## src/hdl/skhim_pkg.sv

```systemverilog
// Shared types and constants for the string key hash index map.
// Item structs, command/status structs and table geometry.
// No dependencies.
`timescale 1ns / 1ps
`default_nettype none

package skhim_pkg;

  localparam int HASH_BITS   = 32;
  localparam int NUM_BUCKETS = 64;
  localparam int BUCKET_WAYS = 4;
  localparam int MAX_ENTRIES = 1024;

  localparam int CHAR_W     = 8;
  localparam int SLOT_W     = 10;
  localparam int KEY_HASH_W = 32;
  localparam int POS_W      = 16;
  localparam int SQ_W       = 2 * POS_W;
  localparam int BKT_W      = $clog2(NUM_BUCKETS);
  localparam int WAY_W      = $clog2(BUCKET_WAYS);
  localparam int FILL_W     = $clog2(BUCKET_WAYS + 1);
  localparam int IDX_W      = $clog2(MAX_ENTRIES + 1);
  localparam int ENT_AW     = BKT_W + WAY_W;
  localparam int ENT_DEPTH  = NUM_BUCKETS * BUCKET_WAYS;

  localparam logic [POS_W-1:0]  POS_MAX   = '1;
  localparam logic [FILL_W-1:0] FILL_FULL = FILL_W'(BUCKET_WAYS);
  localparam logic [IDX_W-1:0]  IDX_LIMIT = IDX_W'(MAX_ENTRIES);

  typedef enum logic [1:0] {
    ST_FOUND     = 2'd0,
    ST_INSERTED  = 2'd1,
    ST_NOT_FOUND = 2'd2,
    ST_FULL      = 2'd3
  } status_t;

  typedef enum logic {
    ACT_GET    = 1'b0,
    ACT_UPDATE = 1'b1
  } action_t;

  typedef struct packed {
    logic              action;
    logic [CHAR_W-1:0] key_char;
    logic              last_char;
  } in_item_t;

  typedef struct packed {
    status_t               status;
    logic [SLOT_W-1:0]     slot_index;
    logic [KEY_HASH_W-1:0] key_hash;
  } out_item_t;

  typedef struct packed {
    logic [HASH_BITS-1:0] hash;
    logic [SLOT_W-1:0]    slot;
  } entry_t;

  typedef struct packed {
    logic rd_fill;
    logic way_clr;
    logic rd_entry;
    logic way_inc;
    logic hit;
    logic miss;
    logic load_out;
  } cmd_t;

  typedef struct packed {
    logic match;
    logic way_lt_fill;
    logic out_free;
  } stat_t;

endpackage

`default_nettype wire

```

## src/hdl/skhim_ctrl.sv

```systemverilog
// Controller FSM: character accept, bucket fill read, way scan, result
// hand-off. Issues commands to skhim_dp; uses skhim_pkg.
`timescale 1ns / 1ps
`default_nettype none

module skhim_ctrl (
  input  wire               clk,
  input  wire               rst,
  input  wire               in_valid,
  input  wire               last_char,
  output logic              in_ready,
  output logic              char_acc,
  input  skhim_pkg::stat_t  stat,
  output skhim_pkg::cmd_t   cmd
);
  import skhim_pkg::*;

  typedef enum logic [4:0] {
    S_IDLE = 5'b00001,
    S_FILL = 5'b00010,
    S_RD   = 5'b00100,
    S_CMP  = 5'b01000,
    S_DONE = 5'b10000
  } state_t;

  state_t state;
  state_t state_next;

  assign in_ready = (state == S_IDLE);
  assign char_acc = in_valid && in_ready;

  always_comb begin
    state_next = state;
    cmd        = '0;
    unique case (state)
      S_IDLE: begin
        if (char_acc && last_char) begin
          state_next = S_FILL;
        end
      end
      S_FILL: begin
        cmd.rd_fill = 1'b1;
        cmd.way_clr = 1'b1;
        state_next  = S_RD;
      end
      S_RD: begin
        if (stat.way_lt_fill) begin
          cmd.rd_entry = 1'b1;
          state_next   = S_CMP;
        end else begin
          cmd.miss   = 1'b1;
          state_next = S_DONE;
        end
      end
      S_CMP: begin
        if (stat.match) begin
          cmd.hit    = 1'b1;
          state_next = S_DONE;
        end else begin
          cmd.way_inc = 1'b1;
          state_next  = S_RD;
        end
      end
      S_DONE: begin
        if (stat.out_free) begin
          cmd.load_out = 1'b1;
          state_next   = S_IDLE;
        end
      end
      default: state_next = S_IDLE;
    endcase
  end

  always_ff @(posedge clk) begin
    if (rst) begin
      state <= S_IDLE;
    end else begin
      state <= state_next;
    end
  end

endmodule

`default_nettype wire

```

## config.mk

```make
export PLATFORM = sky130hd
export DESIGN_NAME = skhim_ctrl
export DESIGN_NICKNAME = d
export VERILOG_FILES = /design/src/hdl/skhim_pkg.sv /design/src/hdl/skhim_ctrl.sv
export SDC_FILE = /design/constraint.sdc
export NUM_CORES = 1
export LEC_CHECK = 0
export BUFFER_PORTS_ARGS = -buffer_cell sky130_fd_sc_hd__buf_2
export CAP_MARGIN = 20
export CORE_AREA = 2 2 39 41
export DETAILED_ROUTE_END_ITERATION = 8
export DIE_AREA = 0 0 41 43
export MAX_ROUTING_LAYER = met4
export PLACE_DENSITY = 0.64
export RECOVER_POWER = 50
export SYNTH_ARGS = -nofsm -noshare
export SYNTH_HDL_FRONTEND = slang
export SYNTH_SLANG_ARGS = --single-unit
```

## constraint.sdc

```tcl
create_clock -name clk -period 2.6 [get_ports clk]
set_input_delay 0 -clock clk [delete_from_list [all_inputs] [get_ports clk]]
set_output_delay 0 -clock clk [all_outputs]
set_load 0.05 [all_outputs]
```

==> flow_summary.yaml <==
synth:
  ys_ff_latch: 5
  synth_cell_type_count: 28
  yosysWarnings: 0
  synth_top_family_by_area: "simple AND/OR/NAND/NOR gates"
  synth-compound-area-share: 0.1010
  synth-main-ff-cell: "dfxtp_1"
  syn_inst: 43
  yosysTopAreaCell: "dfxtp_1"
  ys_seq_area_frac: 0.2694
  syn_area_um2: 371.6
  synth-simple-area-share: 0.4916
  yosysMostFrequentCell: "dfxtp_1"
  synthTopCellsByCount: "5 x dfxtp_1, 4 x nor3_1, 4 x nor4b_1, 3 x nor3b_1"
  synth_nets: 50
  synthAdderAreaFrac: 0
  synth-edff-count: 0
  synth_top_area_frac: 0.2694
  async_flop_share: 0
  synth_area_leaders: "dfxtp_1 27%, nor4b_1 9.4%, nor3b_1 6.1%, nor3_1 5.4%, and3b_1 4.7%"
  synthMuxAreaShare: 0
  synthXorXnorAreaFrac: 0.02357
  syn_avg_cell_area_um2: 8.642
final_layout:
  area_growth_syn_to_layout_pct: 24.24
  n_antenna_cell: 0
  top_regs: "state (5)"
  fin_nets: 66
  largest_reg_flops: 5
  regMostFlops: "state"
  fillerInstances: 155
  drive_gt1_frac: 0.2586
min_path:
  hold_class: "in -> reg"
  hold-path-cell-count: 3
detailed_routing:
  drc: 0
  wl_per_cell_um: 11.36
  drtIter0Drc: 8
  dr.pass1.iters: 4
  drt-total-wl_um: 841
  vias: 386
  drtAntennaViolNets: 0
  vias_per_cell: 5.216
worst_setup_path:
  crit_path_start_kind: "flop"
  crit_cells: 4
  ff2ff_path_depth: 3
  max_stage_delay_ns: 0.45
  endpoint_kind: "output port"
  worstPathCellList: "or3_1 > nor3b_2 > and2_1 > buf_2"
  crit_type: "reg -> out"
  worstPathRequired_ns: 2.60
  r2r_setup_slack_ns: 0.98
  critPathMaxFanout: 10
  cp_slowest_cell: "or3_1"
  crit_family: "simple AND/OR/NAND/NOR gates"
  cp.arrival_ns: 1.71
  critPathBufInv: 1
timing:
  slew_viol_final: 0
  tightest_slew_ns: 0.5959
  timing.fmax_mhz: 583.7
  tns_ns: 0
  setup_viol: 0
  hold_viol_final: 0
  period_minus_slack_ns: 1.713
  fin_crit_sh: 0.6589
  rsz0062_at_grt: "no"
  relSlewSlack: 0.6044
  skew_ns: 0.002617
grt:
  grt_first_pass_wirelength_mm: 1.428
  antenna_found_initial: 0
  grt_pass1_vias: 358
  grt_use_total: 0.1214
  grt_max_degree: 12
  overflow: 0
floorplanning:
  start_util: 0.2685
  die_w_um: 41
  dieArea_um2: 1763
  io_pins: 16
  die_y_um: 43
  num_rows: 14
  core_um2: 1384
power:
  p_leak_nw: 0.2178
  vdd_drop_max_v: 0.0003507
  power.density_nw_per_um2: 483.1
  fin_total_pwr_w: 0.0002230
clock_network:
  cts_max_path_buffers: 2
  post_cts.repair.setup_buffers: 0
  cts_buffers: 3
  worstSkewPairLatency_ns: 0.24
  clock_sinks: 5
  h-tree-depth: 1
  root_buffer: "clkbuf_4"
  clk_pin_slew_ns: 0.05
  cts_tree: "yes"
placed_design:
  gp_congestion: 0.7845
  io_buffers: 15
  hpwl_um: 625.1
outcome:
  status: "complete, no violations"
flow_run:
  max_cap_viol_count: 0
## through the flow
step	setup slack (ns)	util	hold slack, ns	instances	area [µm²]
final	0.8867	0.3336	0.03095	74	461.7
after floorplan	0.5387	-	0.06941	43	376.6
after global placement	1.066	0.3156	0.2491	69	436.7
after CTS	0.8995	0.3427	0.02618	74	474.2
after detailed placement	1.036	0.3156	0.2560	69	436.7
after global routing	0.7756	0.3336	0.04950	74	461.7
## placed cells by master, fill, tap and decap left out, drive strengths merged
cell type and count:
buf 9, nor3 4, and3 1, dfxtp 5, and2b 1, a2bb2oi 1
or3 1, a211o 1, and3b 2, o21ai 1, nor2 1, nor4 1
dlygate4sd3 1, or4b 1, nor2b 1, xor2 1, nor4b 4, clkbuf 9
and2 1, clkinv 1, a311oi 1, nand3b 1, nand2 1, a31oi 1
nand3 1, and4b 1, inv 2, nor3b 3
## path summary, 6_finish.rpt
path                                start        to
worst min register to register   state[3]  state[4]
worst max-delay path             state[1]  char_acc
worst max register to register   state[1]  state[4]
worst min-delay path            last_char  state[1]
## routing by layer
layer  vias up  wire, µm  track usage
met1       176       381       0.1608
met5         -         0            -
met4         0         8      0.05333
met2        17       386       0.1469
li1        191         -            -
met3         2        66      0.06806
## timing repair
action | CTS | global route
hold buffers | 1 | 0
endpoints found under the hold margin | 2 | 0
resized for setup | 0 | 0
## cell type report
class                   count  area [µm²]  area share
multi-input cells          31       229.0      0.4959
inverters                   2       7.507     0.01626
repair buffers             16       77.57      0.1680
clock buffers               3       22.52     0.04878
flip-flops and latches      5       100.1      0.2168
well taps                  16       20.02     0.04336
clock inverters             1       5.005     0.01084
## worst min-delay path, cell delays in order
cell     delay, ns
buf_2         0.09
nand2_1       0.08
nor4b_1       0.05
## cell families (layout without fill, tap and decap cells)
family	count (synthesis)	after routing
AND/OR/NAND/NOR	25	25
AO/OA/AOI/OAI	5	5
XOR/XNOR	1	1
flip-flops	5	5
buffers and inverters	7	22
## power breakdown
group | leakage [nW] | switching, W | internal (W)
registers | 0.0406 | 0.00000618 | 0.0000794
clock network | 0.0177 | 0.0000347 | 0.0000558
logic | 0.159 | 0.0000281 | 0.0000189
total | 0.218 | 0.0000690 | 0.000154
Power figures use the tool's default switching activity.
